<file path="config.mk">
export PLATFORM = sky130hd
export DESIGN_NAME = two_class_priority_ticket_queue_flat
export DESIGN_NICKNAME = d
export VERILOG_FILES = /design/src/design/tcpq_pkg.sv /design/src/design/tcpq_if.sv /design/src/design/tcpq_cfg.sv /design/src/design/tcpq_ctrl.sv /design/src/design/tcpq_datapath.sv /design/src/design/two_class_priority_ticket_queue.sv /design/src/flat_wrapper.sv
export SDC_FILE = /design/constraint.sdc
export NUM_CORES = 1
export LEC_CHECK = 0
export BUFFER_PORTS_ARGS = -buffer_cell sky130_fd_sc_hd__buf_2
export CAP_MARGIN = 15
export CORE_ASPECT_RATIO = 1.5
export CORE_UTILIZATION = 59
export CTS_CLUSTER_DIAMETER = 60
export DETAILED_ROUTE_END_ITERATION = 7
export PLACE_DENSITY = 0.88
export SLEW_MARGIN = 20
export SYNTH_ARGS = -nofsm -noshare
export SYNTH_HDL_FRONTEND = slang
export SYNTH_SLANG_ARGS = --single-unit
</file>
<file path="constraint.sdc">
create_clock -name clk -period 2.9 [get_ports clk]
set_clock_uncertainty 0.2 [all_clocks]
set_input_delay 0.435 -clock clk [delete_from_list [all_inputs] [get_ports clk]]
set_output_delay 0.435 -clock clk [all_outputs]
set_load 0.01 [all_outputs]
</file>
<file path="src/design/tcpq_pkg.sv">
`default_nettype none
package tcpq_pkg;

  localparam int TCPQ_DEPTH = 4;

  localparam int AGE_W    = 7;
  localparam int TICKET_W = 16;
  localparam int STATUS_W = 2;

  localparam logic [AGE_W-1:0]    AGE_THRESHOLD_RST  = 7'd60;
  localparam logic [TICKET_W-1:0] NORMAL_START_RST    = 16'd1;
  localparam logic [TICKET_W-1:0] PREFERRED_START_RST = 16'd100;

  localparam int CFG_ADDR_W = 4;
  localparam int CFG_DATA_W = 32;

  localparam logic MODE_INSERT = 1'b0;
  localparam logic MODE_REMOVE = 1'b1;

  typedef enum logic [STATUS_W-1:0] {
    ST_ADDED   = 2'd0,
    ST_FULL    = 2'd1,
    ST_REMOVED = 2'd2,
    ST_EMPTY   = 2'd3
  } tcpq_status_t;

  typedef enum logic [1:0] {
    REG_AGE_THRESHOLD   = 2'd0,
    REG_NORMAL_START    = 2'd1,
    REG_PREFERRED_START = 2'd2
  } tcpq_reg_t;

  typedef struct packed {
    logic [AGE_W-1:0] age_threshold;
    logic             normal_reload;
    logic [TICKET_W-1:0] normal_start;
    logic             preferred_reload;
    logic [TICKET_W-1:0] preferred_start;
  } tcpq_cfg_t;

  typedef struct packed {
    logic capture;
    logic lookup;
    logic execute;
  } tcpq_cmd_t;

  typedef struct packed {
    logic out_busy;
  } tcpq_stat_t;

endpackage
`default_nettype wire

</file>
<file path="src/design/tcpq_if.sv">
`default_nettype none
interface tcpq_req_if import tcpq_pkg::*; ();
  logic             valid;
  logic             ready;
  logic             mode;
  logic [AGE_W-1:0] age;

  modport source (output valid, output mode, output age, input ready);
  modport sink (input valid, input mode, input age, output ready);
endinterface

interface tcpq_rsp_if import tcpq_pkg::*; ();
  logic                valid;
  logic                ready;
  logic [STATUS_W-1:0] status;
  logic [TICKET_W-1:0] ticket;
  logic                from_preferred;

  modport source (output valid, output status, output ticket, output from_preferred,
                  input ready);
  modport sink (input valid, input status, input ticket, input from_preferred,
                output ready);
endinterface
`default_nettype wire

</file>
<file path="src/design/tcpq_cfg.sv">
`default_nettype none
module tcpq_cfg import tcpq_pkg::*; (
  input  wire logic                  clk,
  input  wire logic                  rst,
  input  wire logic                  psel,
  input  wire logic                  penable,
  input  wire logic                  pwrite,
  input  wire logic [CFG_ADDR_W-1:0] paddr,
  input  wire logic [CFG_DATA_W-1:0] pwdata,
  output logic      [CFG_DATA_W-1:0] prdata,
  output logic                       pready,
  output tcpq_cfg_t                  cfg
);

  logic [AGE_W-1:0]    age_threshold;
  logic [TICKET_W-1:0] normal_start;
  logic [TICKET_W-1:0] preferred_start;
  logic                wr_en;
  tcpq_reg_t           reg_sel;

  assign pready  = 1'b1;
  assign wr_en   = psel & penable & pwrite;
  assign reg_sel = tcpq_reg_t'(paddr[3:2]);

  always_ff @(posedge clk) begin
    if (rst) begin
      age_threshold   <= AGE_THRESHOLD_RST;
      normal_start    <= NORMAL_START_RST;
      preferred_start <= PREFERRED_START_RST;
    end else if (wr_en) begin
      case (reg_sel)
        REG_AGE_THRESHOLD:   age_threshold   <= pwdata[AGE_W-1:0];
        REG_NORMAL_START:    normal_start    <= pwdata[TICKET_W-1:0];
        REG_PREFERRED_START: preferred_start <= pwdata[TICKET_W-1:0];
        default: ;
      endcase
    end
  end

  always_comb begin
    case (reg_sel)
      REG_AGE_THRESHOLD:   prdata = {{(CFG_DATA_W-AGE_W){1'b0}}, age_threshold};
      REG_NORMAL_START:    prdata = {{(CFG_DATA_W-TICKET_W){1'b0}}, normal_start};
      REG_PREFERRED_START: prdata = {{(CFG_DATA_W-TICKET_W){1'b0}}, preferred_start};
      default:             prdata = '0;
    endcase
  end

  always_comb begin
    cfg.age_threshold    = age_threshold;
    cfg.normal_start     = pwdata[TICKET_W-1:0];
    cfg.preferred_start  = pwdata[TICKET_W-1:0];
    cfg.normal_reload    = wr_en && (reg_sel == REG_NORMAL_START);
    cfg.preferred_reload = wr_en && (reg_sel == REG_PREFERRED_START);
  end

endmodule
`default_nettype wire

</file>
<file path="src/design/tcpq_ctrl.sv">
`default_nettype none
module tcpq_ctrl import tcpq_pkg::*; (
  input  wire logic       clk,
  input  wire logic       rst,
  input  wire logic       in_valid,
  output logic            in_ready,
  input  wire tcpq_stat_t stat,
  output tcpq_cmd_t       cmd
);

  typedef enum logic [1:0] {
    S_IDLE,
    S_LOOKUP,
    S_EXEC
  } state_t;

  state_t state;

  assign in_ready = (state == S_IDLE);

  always_comb begin
    cmd.capture = (state == S_IDLE) & in_valid;
    cmd.lookup  = (state == S_LOOKUP);
    cmd.execute = (state == S_EXEC) & ~stat.out_busy;
  end

  always_ff @(posedge clk) begin
    if (rst) begin
      state <= S_IDLE;
    end else begin
      unique case (state)
        S_IDLE: begin
          if (in_valid) state <= S_LOOKUP;
        end
        S_LOOKUP: begin
          state <= S_EXEC;
        end
        S_EXEC: begin
          if (!stat.out_busy) state <= S_IDLE;
        end
        default: state <= S_IDLE;
      endcase
    end
  end

endmodule
`default_nettype wire

</file>
<file path="src/design/tcpq_datapath.sv">
`default_nettype none
module tcpq_datapath import tcpq_pkg::*; #(
  parameter int QUEUE_DEPTH = TCPQ_DEPTH
) (
  input  wire logic             clk,
  input  wire logic             rst,
  input  wire tcpq_cmd_t        cmd,
  output tcpq_stat_t            stat,
  input  wire tcpq_cfg_t        cfg,
  input  wire logic             in_mode,
  input  wire logic [AGE_W-1:0] in_age,
  output logic                  out_valid,
  input  wire logic             out_ready,
  output logic [STATUS_W-1:0]   out_status,
  output logic [TICKET_W-1:0]   out_ticket,
  output logic                  out_from_preferred
);

  localparam int PW = $clog2(QUEUE_DEPTH);
  localparam int CW = $clog2(QUEUE_DEPTH + 1);
  localparam logic [PW-1:0] LAST_PTR = PW'(QUEUE_DEPTH - 1);
  localparam logic [CW-1:0] FULL_CNT = CW'(QUEUE_DEPTH);

  logic [TICKET_W-1:0] normal_mem    [QUEUE_DEPTH];
  logic [TICKET_W-1:0] preferred_mem [QUEUE_DEPTH];

  logic                mode;
  logic [AGE_W-1:0]    age;
  logic [TICKET_W-1:0] normal_rd;
  logic [TICKET_W-1:0] preferred_rd;

  logic [PW-1:0]       normal_head;
  logic [PW-1:0]       normal_tail;
  logic [CW-1:0]       normal_count;
  logic [PW-1:0]       preferred_head;
  logic [PW-1:0]       preferred_tail;
  logic [CW-1:0]       preferred_count;
  logic [TICKET_W-1:0] normal_next_ticket;
  logic [TICKET_W-1:0] preferred_next_ticket;

  logic                is_pref;
  logic                normal_push;
  logic                preferred_push;
  logic                normal_pop;
  logic                preferred_pop;
  tcpq_status_t        status_next;
  logic [TICKET_W-1:0] ticket_next;
  logic                pref_next;

  function automatic logic [PW-1:0] advance(input logic [PW-1:0] p);
    advance = (p == LAST_PTR) ? '0 : p + 1'b1;
  endfunction

  assign stat.out_busy = out_valid & ~out_ready;
  assign is_pref       = (age >= cfg.age_threshold);

  always_comb begin
    normal_push    = 1'b0;
    preferred_push = 1'b0;
    normal_pop     = 1'b0;
    preferred_pop  = 1'b0;
    status_next    = ST_EMPTY;
    ticket_next    = '0;
    pref_next      = 1'b0;
    if (mode == MODE_INSERT) begin
      pref_next = is_pref;
      if (is_pref) begin
        if (preferred_count != FULL_CNT) begin
          preferred_push = 1'b1;
          status_next    = ST_ADDED;
          ticket_next    = preferred_next_ticket;
        end else begin
          status_next = ST_FULL;
        end
      end else begin
        if (normal_count != FULL_CNT) begin
          normal_push = 1'b1;
          status_next = ST_ADDED;
          ticket_next = normal_next_ticket;
        end else begin
          status_next = ST_FULL;
        end
      end
    end else begin
      priority if (preferred_count != '0) begin
        preferred_pop = 1'b1;
        pref_next     = 1'b1;
        status_next   = ST_REMOVED;
        ticket_next   = preferred_rd;
      end else if (normal_count != '0) begin
        normal_pop  = 1'b1;
        status_next = ST_REMOVED;
        ticket_next = normal_rd;
      end else begin
        status_next = ST_EMPTY;
      end
    end
  end

  always_ff @(posedge clk) begin
    if (cmd.capture) begin
      mode <= in_mode;
      age  <= in_age;
    end
    if (cmd.lookup) begin
      normal_rd    <= normal_mem[normal_head];
      preferred_rd <= preferred_mem[preferred_head];
    end
    if (cmd.execute && normal_push) normal_mem[normal_tail] <= normal_next_ticket;
    if (cmd.execute && preferred_push) begin
      preferred_mem[preferred_tail] <= preferred_next_ticket;
    end
  end

  always_ff @(posedge clk) begin
    if (rst) begin
      normal_head           <= '0;
      normal_tail           <= '0;
      normal_count          <= '0;
      preferred_head        <= '0;
      preferred_tail        <= '0;
      preferred_count       <= '0;
      normal_next_ticket    <= NORMAL_START_RST;
      preferred_next_ticket <= PREFERRED_START_RST;
    end else begin
      if (cfg.normal_reload) normal_next_ticket <= cfg.normal_start;
      if (cfg.preferred_reload) preferred_next_ticket <= cfg.preferred_start;
      if (cmd.execute) begin
        if (normal_push) begin
          normal_tail        <= advance(normal_tail);
          normal_count       <= normal_count + 1'b1;
          normal_next_ticket <= normal_next_ticket + 1'b1;
        end
        if (preferred_push) begin
          preferred_tail        <= advance(preferred_tail);
          preferred_count       <= preferred_count + 1'b1;
          preferred_next_ticket <= preferred_next_ticket + 1'b1;
        end
        if (normal_pop) begin
          normal_head  <= advance(normal_head);
          normal_count <= normal_count - 1'b1;
        end
        if (preferred_pop) begin
          preferred_head  <= advance(preferred_head);
          preferred_count <= preferred_count - 1'b1;
        end
      end
    end
  end

  always_ff @(posedge clk) begin
    if (rst) begin
      out_valid <= 1'b0;
    end else if (cmd.execute) begin
      out_valid <= 1'b1;
    end else if (out_ready) begin
      out_valid <= 1'b0;
    end
  end

  always_ff @(posedge clk) begin
    if (cmd.execute) begin
      out_status         <= status_next;
      out_ticket         <= ticket_next;
      out_from_preferred <= pref_next;
    end
  end

endmodule
`default_nettype wire

</file>
<file path="src/design/two_class_priority_ticket_queue.sv">
`default_nettype none
// Two-class strict-priority ticket queue. Each request transaction either inserts a person
// into the normal or preferred queue by age, drawing the next ticket of that class, or
// removes the next ticket, preferred first. Every request returns exactly one response
// transaction. The accepting edge captures the request, the lookup state then registers the
// read of both queue heads, and the execute state updates the queues and loads the response
// register. The block takes no new request until the execute state of the last one is done,
// and the execute state waits while an earlier response still sits untaken in the response
// register. No clearing pass is needed after reset.
module two_class_priority_ticket_queue import tcpq_pkg::*; #(
  parameter int QUEUE_DEPTH = TCPQ_DEPTH
) (
  input  wire logic                  clk,
  input  wire logic                  rst,
  tcpq_req_if.sink                   in_ch,
  tcpq_rsp_if.source                 out_ch,
  input  wire logic                  psel,
  input  wire logic                  penable,
  input  wire logic                  pwrite,
  input  wire logic [CFG_ADDR_W-1:0] paddr,
  input  wire logic [CFG_DATA_W-1:0] pwdata,
  output logic      [CFG_DATA_W-1:0] prdata,
  output logic                       pready
);

  tcpq_cfg_t  cfg;
  tcpq_cmd_t  cmd;
  tcpq_stat_t stat;

  tcpq_cfg u_cfg (
    .clk     (clk),
    .rst     (rst),
    .psel    (psel),
    .penable (penable),
    .pwrite  (pwrite),
    .paddr   (paddr),
    .pwdata  (pwdata),
    .prdata  (prdata),
    .pready  (pready),
    .cfg     (cfg)
  );

  tcpq_ctrl u_ctrl (
    .clk      (clk),
    .rst      (rst),
    .in_valid (in_ch.valid),
    .in_ready (in_ch.ready),
    .stat     (stat),
    .cmd      (cmd)
  );

  tcpq_datapath #(
    .QUEUE_DEPTH (QUEUE_DEPTH)
  ) u_datapath (
    .clk                (clk),
    .rst                (rst),
    .cmd                (cmd),
    .stat               (stat),
    .cfg                (cfg),
    .in_mode            (in_ch.mode),
    .in_age             (in_ch.age),
    .out_valid          (out_ch.valid),
    .out_ready          (out_ch.ready),
    .out_status         (out_ch.status),
    .out_ticket         (out_ch.ticket),
    .out_from_preferred (out_ch.from_preferred)
  );

endmodule
`default_nettype wire

</file>
<file path="src/flat_wrapper.sv">
// flat-port wrapper written by rule: the top's interface ports become plain ports
module two_class_priority_ticket_queue_flat import tcpq_pkg::*;
#(
  parameter int QUEUE_DEPTH = TCPQ_DEPTH
)
  (clk, rst, psel, penable, pwrite, paddr, pwdata, prdata, pready, in_ch_valid, in_ch_mode, in_ch_age, in_ch_ready, out_ch_valid, out_ch_status, out_ch_ticket, out_ch_from_preferred, out_ch_ready);
  tcpq_req_if in_ch_i ();
  tcpq_rsp_if out_ch_i ();
  input  wire logic clk;
  input  wire logic rst;
  input  wire logic psel;
  input  wire logic penable;
  input  wire logic pwrite;
  input  wire logic [CFG_ADDR_W-1:0] paddr;
  input  wire logic [CFG_DATA_W-1:0] pwdata;
  output logic      [CFG_DATA_W-1:0] prdata;
  output logic pready;
  input wire logic [$bits(in_ch_i.valid)-1:0] in_ch_valid;
  input wire logic [$bits(in_ch_i.mode)-1:0] in_ch_mode;
  input wire logic [$bits(in_ch_i.age)-1:0] in_ch_age;
  output wire logic [$bits(in_ch_i.ready)-1:0] in_ch_ready;
  output wire logic [$bits(out_ch_i.valid)-1:0] out_ch_valid;
  output wire logic [$bits(out_ch_i.status)-1:0] out_ch_status;
  output wire logic [$bits(out_ch_i.ticket)-1:0] out_ch_ticket;
  output wire logic [$bits(out_ch_i.from_preferred)-1:0] out_ch_from_preferred;
  input wire logic [$bits(out_ch_i.ready)-1:0] out_ch_ready;
  assign in_ch_i.valid = in_ch_valid;
  assign in_ch_i.mode = in_ch_mode;
  assign in_ch_i.age = in_ch_age;
  assign in_ch_ready = in_ch_i.ready;
  assign out_ch_valid = out_ch_i.valid;
  assign out_ch_status = out_ch_i.status;
  assign out_ch_ticket = out_ch_i.ticket;
  assign out_ch_from_preferred = out_ch_i.from_preferred;
  assign out_ch_i.ready = out_ch_ready;
  two_class_priority_ticket_queue #(.QUEUE_DEPTH(QUEUE_DEPTH)) u_core (.clk(clk), .rst(rst), .in_ch(in_ch_i), .out_ch(out_ch_i), .psel(psel), .penable(penable), .pwrite(pwrite), .paddr(paddr), .pwdata(pwdata), .prdata(prdata), .pready(pready));
endmodule
</file>
==> results of run 1 <==
-- cell families (layout without fill, tap and decap cells) --
kind of cell	after synthesis	in the layout	synth area share
multiplexers	47	47	0.0751
adder cells (fa/ha/maj)	21	21	0.0239
XOR/XNOR	5	5	0.00378
AO/OA/AOI/OAI	173	173	0.105
other	2	17	0.000647
flip-flops	275	275	0.636
AND/OR/NAND/NOR	283	283	0.118
buffers and inverters	92	181	0.0378
-- how the worst max path moves through the flow --
| stage | startpoint | end | slack [ns] | cells after the start |
|---|---|---|---|---|
| floorplan | out_ch_ready | u_core.u_datapath.normal_mem[0][0] | 0.19 | 5 |
| global placement | u_core.u_cfg.age_threshold[6] | u_core.u_datapath.normal_next_ticket[10] | 0.19 | 8 |
| detailed placement | u_core.u_cfg.age_threshold[6] | u_core.u_datapath.normal_next_ticket[10] | 0.006 | 8 |
| CTS | u_core.u_datapath.age[4] | u_core.u_datapath.normal_next_ticket[6] | 0.12 | 8 |
| global route | u_core.u_datapath.age[4] | u_core.u_datapath.out_ticket[10] | 0.02 | 8 |
| finish | u_core.u_datapath.age[4] | u_core.u_datapath.out_ticket[10] | 0.14 | 8 |
-- per-stage QoR --
step / total power [uW] / hold WS, ns / util
2_1_floorplan: 4530 / 0.221 / -
3_3_place_gp: 4650 / 0.242 / 0.642
3_5_place_dp: 4660 / 0.246 / 0.642
4_1_cts: 8070 / 0.00557 / 0.692
5_1_grt: 8230 / 0.0262 / 0.692
6_report: 8060 / 0.0225 / 0.692
-- state kept, by name, summed over array words and instances (netlist names) --
signal / cells
u_core.u_datapath.age: 7
u_core.u_datapath.normal_rd: 16
u_core.u_datapath.normal_head: 2
u_core.u_datapath.out_ticket: 16
u_core.u_datapath.preferred_tail: 2
u_core.u_cfg.preferred_start: 16
u_core.u_cfg.normal_start: 16
u_core.u_datapath.preferred_rd: 16
u_core.u_datapath.preferred_head: 2
u_core.u_datapath.normal_mem: 64
u_core.u_datapath.out_valid: 1
u_core.u_datapath.preferred_next_ticket: 16
u_core.u_datapath.normal_tail: 2
u_core.u_datapath.normal_next_ticket: 16
u_core.u_datapath.mode: 1
u_core.u_datapath.out_status: 2
u_core.u_datapath.out_from_preferred: 1
u_core.u_ctrl.state: 2
u_core.u_datapath.preferred_mem: 64
u_core.u_datapath.preferred_count: 3
u_core.u_cfg.age_threshold: 7
u_core.u_datapath.normal_count: 3
-- power by group through the flow --
stage	clock [uW]	combinational (uW)	sequential, uW
finish	3470	332	4260
global placement	0	303	4340
detailed placement	0	310	4350
global route	3610	357	4260
floorplan	0	201	4330
CTS	3480	324	4260
-- Yosys cell counts (5+ instances only) --
cell / n
nand4_1: 7
mux4_2: 32
ha_1: 19
nor2b_1: 6
a211o_1: 5
o21ai_0: 23
a31oi_1: 15
inv_1: 22
mux2i_1: 15
clkbuf_1: 32
dfxtp_1: 88
a21oi_1: 56
edfxtp_1: 187
a211oi_1: 5
a22o_1: 9
a222oi_1: 16
or3_1: 15
nor2_1: 37
a32oi_1: 10
buf_4: 19
buf_2: 17
nand3_1: 22
and3_1: 17
nor3_1: 18
nand2_1: 133
-- layout make-up --
type                       instances  area share
multi-input combinational        546       0.289
clock inverter                    15      0.0163
sequential                       275       0.554
inverter                          22     0.00620
timing repair buffer             116      0.0618
clock buffer                      28      0.0486
tap                              256      0.0240
-- worst min-delay path, stage by stage --
cell	delay, ns
buf_2	0.14
nand2_1	0.06
a21oi_1	0.05
-- repair_timing --
action                                  4_1_cts  5_1_grt
gates resized for setup                       1        1
setup buffers                                 0        0
endpoints found under the setup margin        1        3
hold buffers                                 10        0
endpoints found under the hold margin        10        0
-- metal layers --
layer  share of wire  wire length, um  track usage
met1            0.35             9850        0.364
met2            0.51            14500        0.492
met3           0.091             2590       0.0385
met4           0.050             1410        0.135
met5               0                0            0
==> impl_metrics.ini, run 1 <==
[outcome]
outcome = completed

[place]
dpl.hpwl_um = 17900
place_area_mm2 = 0.0123
dp.cells = 1205
io_buffers = 69
routabilityCongestion = 0.903
place_ws_ns = 0.00578

[synthesis]
ys_top_cells_by_area = edfxtp_1, dfxtp_1, mux4_2
syn_area_per_cell_um2 = 12.9
yosysTopAreaCell = edfxtp_1
yosys.area.top_type_share = 0.484
synthArstFlopShare = 0
ys_ff_latch = 275
yosysSeqAreaShare = 0.636
synth_cell_type_count = 73
ys.flop_type = edfxtp_1
synth_edf_count = 187
netlist_area_mm2 = 0.0116
synthCells = 898
yosysWarnings = 0

[layout]
final_common_cell = edfxtp_1
final_cell_mix = edfxtp_1, nand2_1, dfxtp_1
drive_gt1_frac = 0.200
fill_cells = 1283
fin_area_mm2 = 0.0133
fin_cells = 1258
area_delta_synth_final_pct = 14.8
multi_input_area_mm2 = 0.00385
num_antenna_cells = 0
nets = 1057
seq_area_mm2 = 0.00738

[power_and_ir_drop]
p_sw_frac = 0.208
pwr-share-comb = 0.041
power.switching_uw = 1680
power.leakage_uw = 0.00470
power.internal_uw = 6380
power_frac_clock = 0.430
p_seq_frac = 0.529
power.density_mw_per_mm2 = 605
peakVddDrop_mv = 0.498

[critical_path]
path_buf_inv = 1
r2r_end = u_core.u_datapath.out_ticket[10]
max_stage_delay_ns = 0.41
cp-start-kind = flip-flop
path_delay_family = compound AO/OA/AOI/OAI gates
cp_max_fo = 15
worstPathArrival_ns = 2.80
rr_worst_depth = 8
regToRegSetupSlack_ns = 0.14
crit_slowest_cell = a222oi_1
worst_setup_path_end_kind = flip-flop
r2r_start = u_core.u_datapath.age[4]
worstSetupPathType = flip-flop to flip-flop
crit_chain = ha_1, a211oi_2, nor2_1, a211oi_4, nor3_2, buf_4, a222oi_1, nand2_1
cp.required_ns = 2.94

[global_routing]
antenna_found_initial = 0
grt_usage = 0.290
grt.overflow.total = 0
grt_pass1_wl_um = 43700
first_global_vias = 7977
grt_start_max_net_pins = 37

[clocking]
clockBufferDepth = 3
root_buffer = clkbuf_16
cts.sinks = 275
numCtsBuffers = 24
cts_htree_levels = 1
clk_latency_ns = 0.52
cts.reportedPaths.clkPinSlew_ns = 0.07
cts_tree = yes

[detailed_routing]
wirelength_um = 28300
drtIter0Drc = 963
wl_per_cell_um = 22.5
via_per_inst = 6.44
antenna_left = 0
dr.pass1.iters = 6
route.detailed.drc = 0
num_vias = 8104

[sta]
layout_min_cycle_time_ns = 2.76
tns_ns = 0
setup_viol = 0
fin_ws_ns = 0.142
hold_viol = 0
slew_headroom = 0.388
worst_pin_slew_ns = 0.916
rsz0062_at_grt = false
slew_viol_final = 0
fmax_ghz = 0.363
fin_crit_sh = 0.951

[run]
max-cap-violations = 0

[floorplan]
initial_core_util = 0.603
rows = 62
dieWidth_um = 116
die_height_um = 174
ios = 105
core_area_mm2 = 0.0192
die_area_mm2 = 0.0202

[hold_path]
hold_path_depth = 3
whs_endpoint = u_core.u_cfg.normal_start[14]
holdCritStartpoint = pwdata[14]
hold_path.class = input port to flip-flop
Power figures use the tool's default switching activity.
==> inputs of run 2 (changes only) <==
Settings changed: ABC_AREA from default to 1.
==> run 2 against run 1 <==
  * The run now ends with design-rule violations left
  * Via count rose by 12%
  * Clock power fell by 4%
  * Count of clock-buffer cells in the layout rose by 2
  * Register-to-register slack improved by 0.19 ns
  * Largest cell class unchanged
  * Highest routed layer unchanged
==> impl_metrics.ini, run 2 <==
[synthesis]
yosysWarnings = 0
synth_cell_type_count = 42
synth_edf_count = 187
synthCells = 1141
yosysSeqAreaShare = 0.623
ys_top_cells_by_area = edfxtp_1, dfxtp_1, nand2_1
syn_area_per_cell_um2 = 10.4
yosysTopAreaCell = edfxtp_1
yosysMostFrequentCell = nand2_1
ys_ff_latch = 275
synth_commonest_cells = nand2_1, edfxtp_1, nor2_1
netlist_area_mm2 = 0.0118
yosys.area.top_type_share = 0.474
synthArstFlopShare = 0
ys.flop_type = edfxtp_1

[floorplan]
core_area_mm2 = 0.0197
initial_core_util = 0.601
die_area_mm2 = 0.0206
ios = 105
dieWidth_um = 118
rows = 63
die_height_um = 175

[layout]
seq_area_mm2 = 0.00738
fill_cells = 1408
fin_area_mm2 = 0.0133
reg_top3 = u_core.u_datapath.normal_mem: 64 flops, u_core.u_datapath.preferred_mem: 64 flops
final_cell_mix = nand2_1, edfxtp_1, nor2_1
num_antenna_cells = 0
nets = 1289
drive_gt1_frac = 0.131
area_delta_synth_final_pct = 12.2
multi_input_area_mm2 = 0.00379
final_util = 0.674
final_common_cell = nand2_1

[clocking]
root_buffer = clkbuf_16
cts.sinks = 275
numCtsBuffers = 24
clockBufferDepth = 3
post_cts_buffers = 0
clk_latency_ns = 0.52
cts_htree_levels = 1
cts_tree = yes
cts_hold_buf = 9
cts_resized = 0
cts.reportedPaths.clkPinSlew_ns = 0.07

[sta]
fin_crit_sh = 0.886
setup_viol = 0
layout_min_cycle_time_ns = 2.57
slew_viol_final = 0
hold_viol = 0
finalHoldWorstSlack_ns = 0.0163
rsz0062_at_grt = false
worst_pin_slew_ns = 0.978
fmax_ghz = 0.389
tns_ns = 0
slew_headroom = 0.347

[critical_path]
r2r_start = u_core.u_cfg.age_threshold[6]
r2r_end = u_core.u_datapath.normal_mem[3][12]
worst_setup_path_end_kind = flip-flop
worstPathArrival_ns = 2.57
cp_max_fo = 23
cp-start-kind = flip-flop
regToRegSetupSlack_ns = 0.33
rr_worst_depth = 10
cp.required_ns = 2.90
worstSetupPathType = flip-flop to flip-flop

[detailed_routing]
drtIter0Drc = 1134
num_vias = 9042
wl_per_cell_um = 19.6
dr.pass1.iters = 8
antenna_left = 0
via_per_inst = 6.05
route.detailed.drc = 2
wirelength_um = 29300

[hold_path]
holdCritStartpoint = pwdata[4]
hold_path_depth = 3
whs_endpoint = u_core.u_cfg.age_threshold[4]
hold_path.class = input port to flip-flop

[run]
max-cap-violations = 0

[power_and_ir_drop]
power.switching_uw = 1700
p_seq_frac = 0.540
power.density_mw_per_mm2 = 598
p_sw_frac = 0.214
power.leakage_uw = 0.00496
pwr-share-comb = 0.043
power.internal_uw = 6240
power_frac_clock = 0.417
peakVddDrop_mv = 0.543

[global_routing]
grt_pass1_wl_um = 46100
grt_start_max_net_pins = 48
grt.overflow.total = 0
antenna_found_initial = 0
grt_usage = 0.287
first_global_vias = 8642

[place]
place_area_mm2 = 0.0124
routabilityCongestion = 0.931
dpl.hpwl_um = 19200
io_buffers = 69

[outcome]
outcome = finished, violations left
violations = design-rule violations
## run 2: cell count changes after synthesis, sizes merged, moves of 15 or more
cell / previous run / this run
nor2: 39 / 132
o21ai: 26 / 114
inv: 22 / 89
nand2: 136 / 199
mux4: 32 / 0
o22ai: 1 / 32
o211ai: 3 / 29
nand3: 22 / 44
xor2: 1 / 21
and3: 17 / 0
a222oi: 16 / 0
or3: 16 / 0
a31oi: 15 / 0
mux2i: 15 / 0
## run 2: cell type report
type | count | share of cell area
sequential | 275 | 0.555
multi-input combinational | 725 | 0.286
clock buffer | 30 | 0.0500
timing repair buffer | 101 | 0.0467
inverter | 90 | 0.0258
tap | 260 | 0.0245
clock inverter | 14 | 0.0119
## run 2: through the flow
step / power, uW / setup WS [ns] / instances
6_report: 7940 / 0.329 / 1495
5_1_grt: 8140 / 0.188 / 1495
4_1_cts: 7920 / 0.369 / 1495
3_5_place_dp: 4690 / 0.384 / 1442
3_3_place_gp: 4680 / 0.466 / 1442
2_1_floorplan: 4580 / 0.182 / 1156
## run 2: cell families (layout without fill, tap and decap cells)
| kind of cell | after synthesis | after routing | synth area share |
|---|---|---|---|
| DFF | 275 | 275 | 0.623 |
| AOI/OAI and AO/OA | 264 | 264 | 0.130 |
| other | 2 | 17 | 0.000634 |
| adders and majority gates | 21 | 21 | 0.0235 |
| and+or+nand+nor | 400 | 400 | 0.144 |
| xor gates and xnor gates | 23 | 23 | 0.0170 |
| buffers and inverters | 156 | 235 | 0.0614 |
## run 2: power groups by stage
stage	sequential (uW)	clock [uW]	combinational, uW
after global placement	4370	0	311
final	4290	3320	341
after CTS	4290	3300	334
after global routing	4290	3470	370
after detailed placement	4370	0	320
after floorplan	4350	0	227
## run 2: critical path: stages (launching register included)
cell and delay (ns):
dfxtp_1 0.33, inv_1 0.09, ha_1 0.30, nand2_1 0.08, inv_1 0.07, a21oi_4 0.18, nand3_4 0.11, nor2_4 0.20
nand2_4 0.21, nor2_1 0.17, buf_4 0.30
## run 2: routing by layer
| layer | GRT usage | wire [um] |
|---|---|---|
| met1 | 0.348 | 10000 |
| met2 | 0.504 | 15100 |
| met3 | 0.0312 | 2690 |
| met4 | 0.149 | 1540 |
| met5 | 0 | 0 |
## run 2: how the worst max path moves through the flow
stage / from / end
6_report: u_core.u_cfg.age_threshold[6] / u_core.u_datapath.normal_mem[3][12]
5_1_grt: u_core.u_cfg.age_threshold[2] / u_core.u_datapath.normal_mem[2][11]
4_1_cts: u_core.u_cfg.age_threshold[2] / u_core.u_datapath.normal_mem[3][12]
3_5_place_dp: u_core.u_cfg.age_threshold[6] / u_core.u_datapath.normal_mem[0][6]
3_3_place_gp: u_core.u_datapath.age[6] / u_core.u_datapath.normal_mem[3][6]
2_1_floorplan: u_core.u_datapath.age[6] / u_core.u_datapath.normal_mem[0][0]
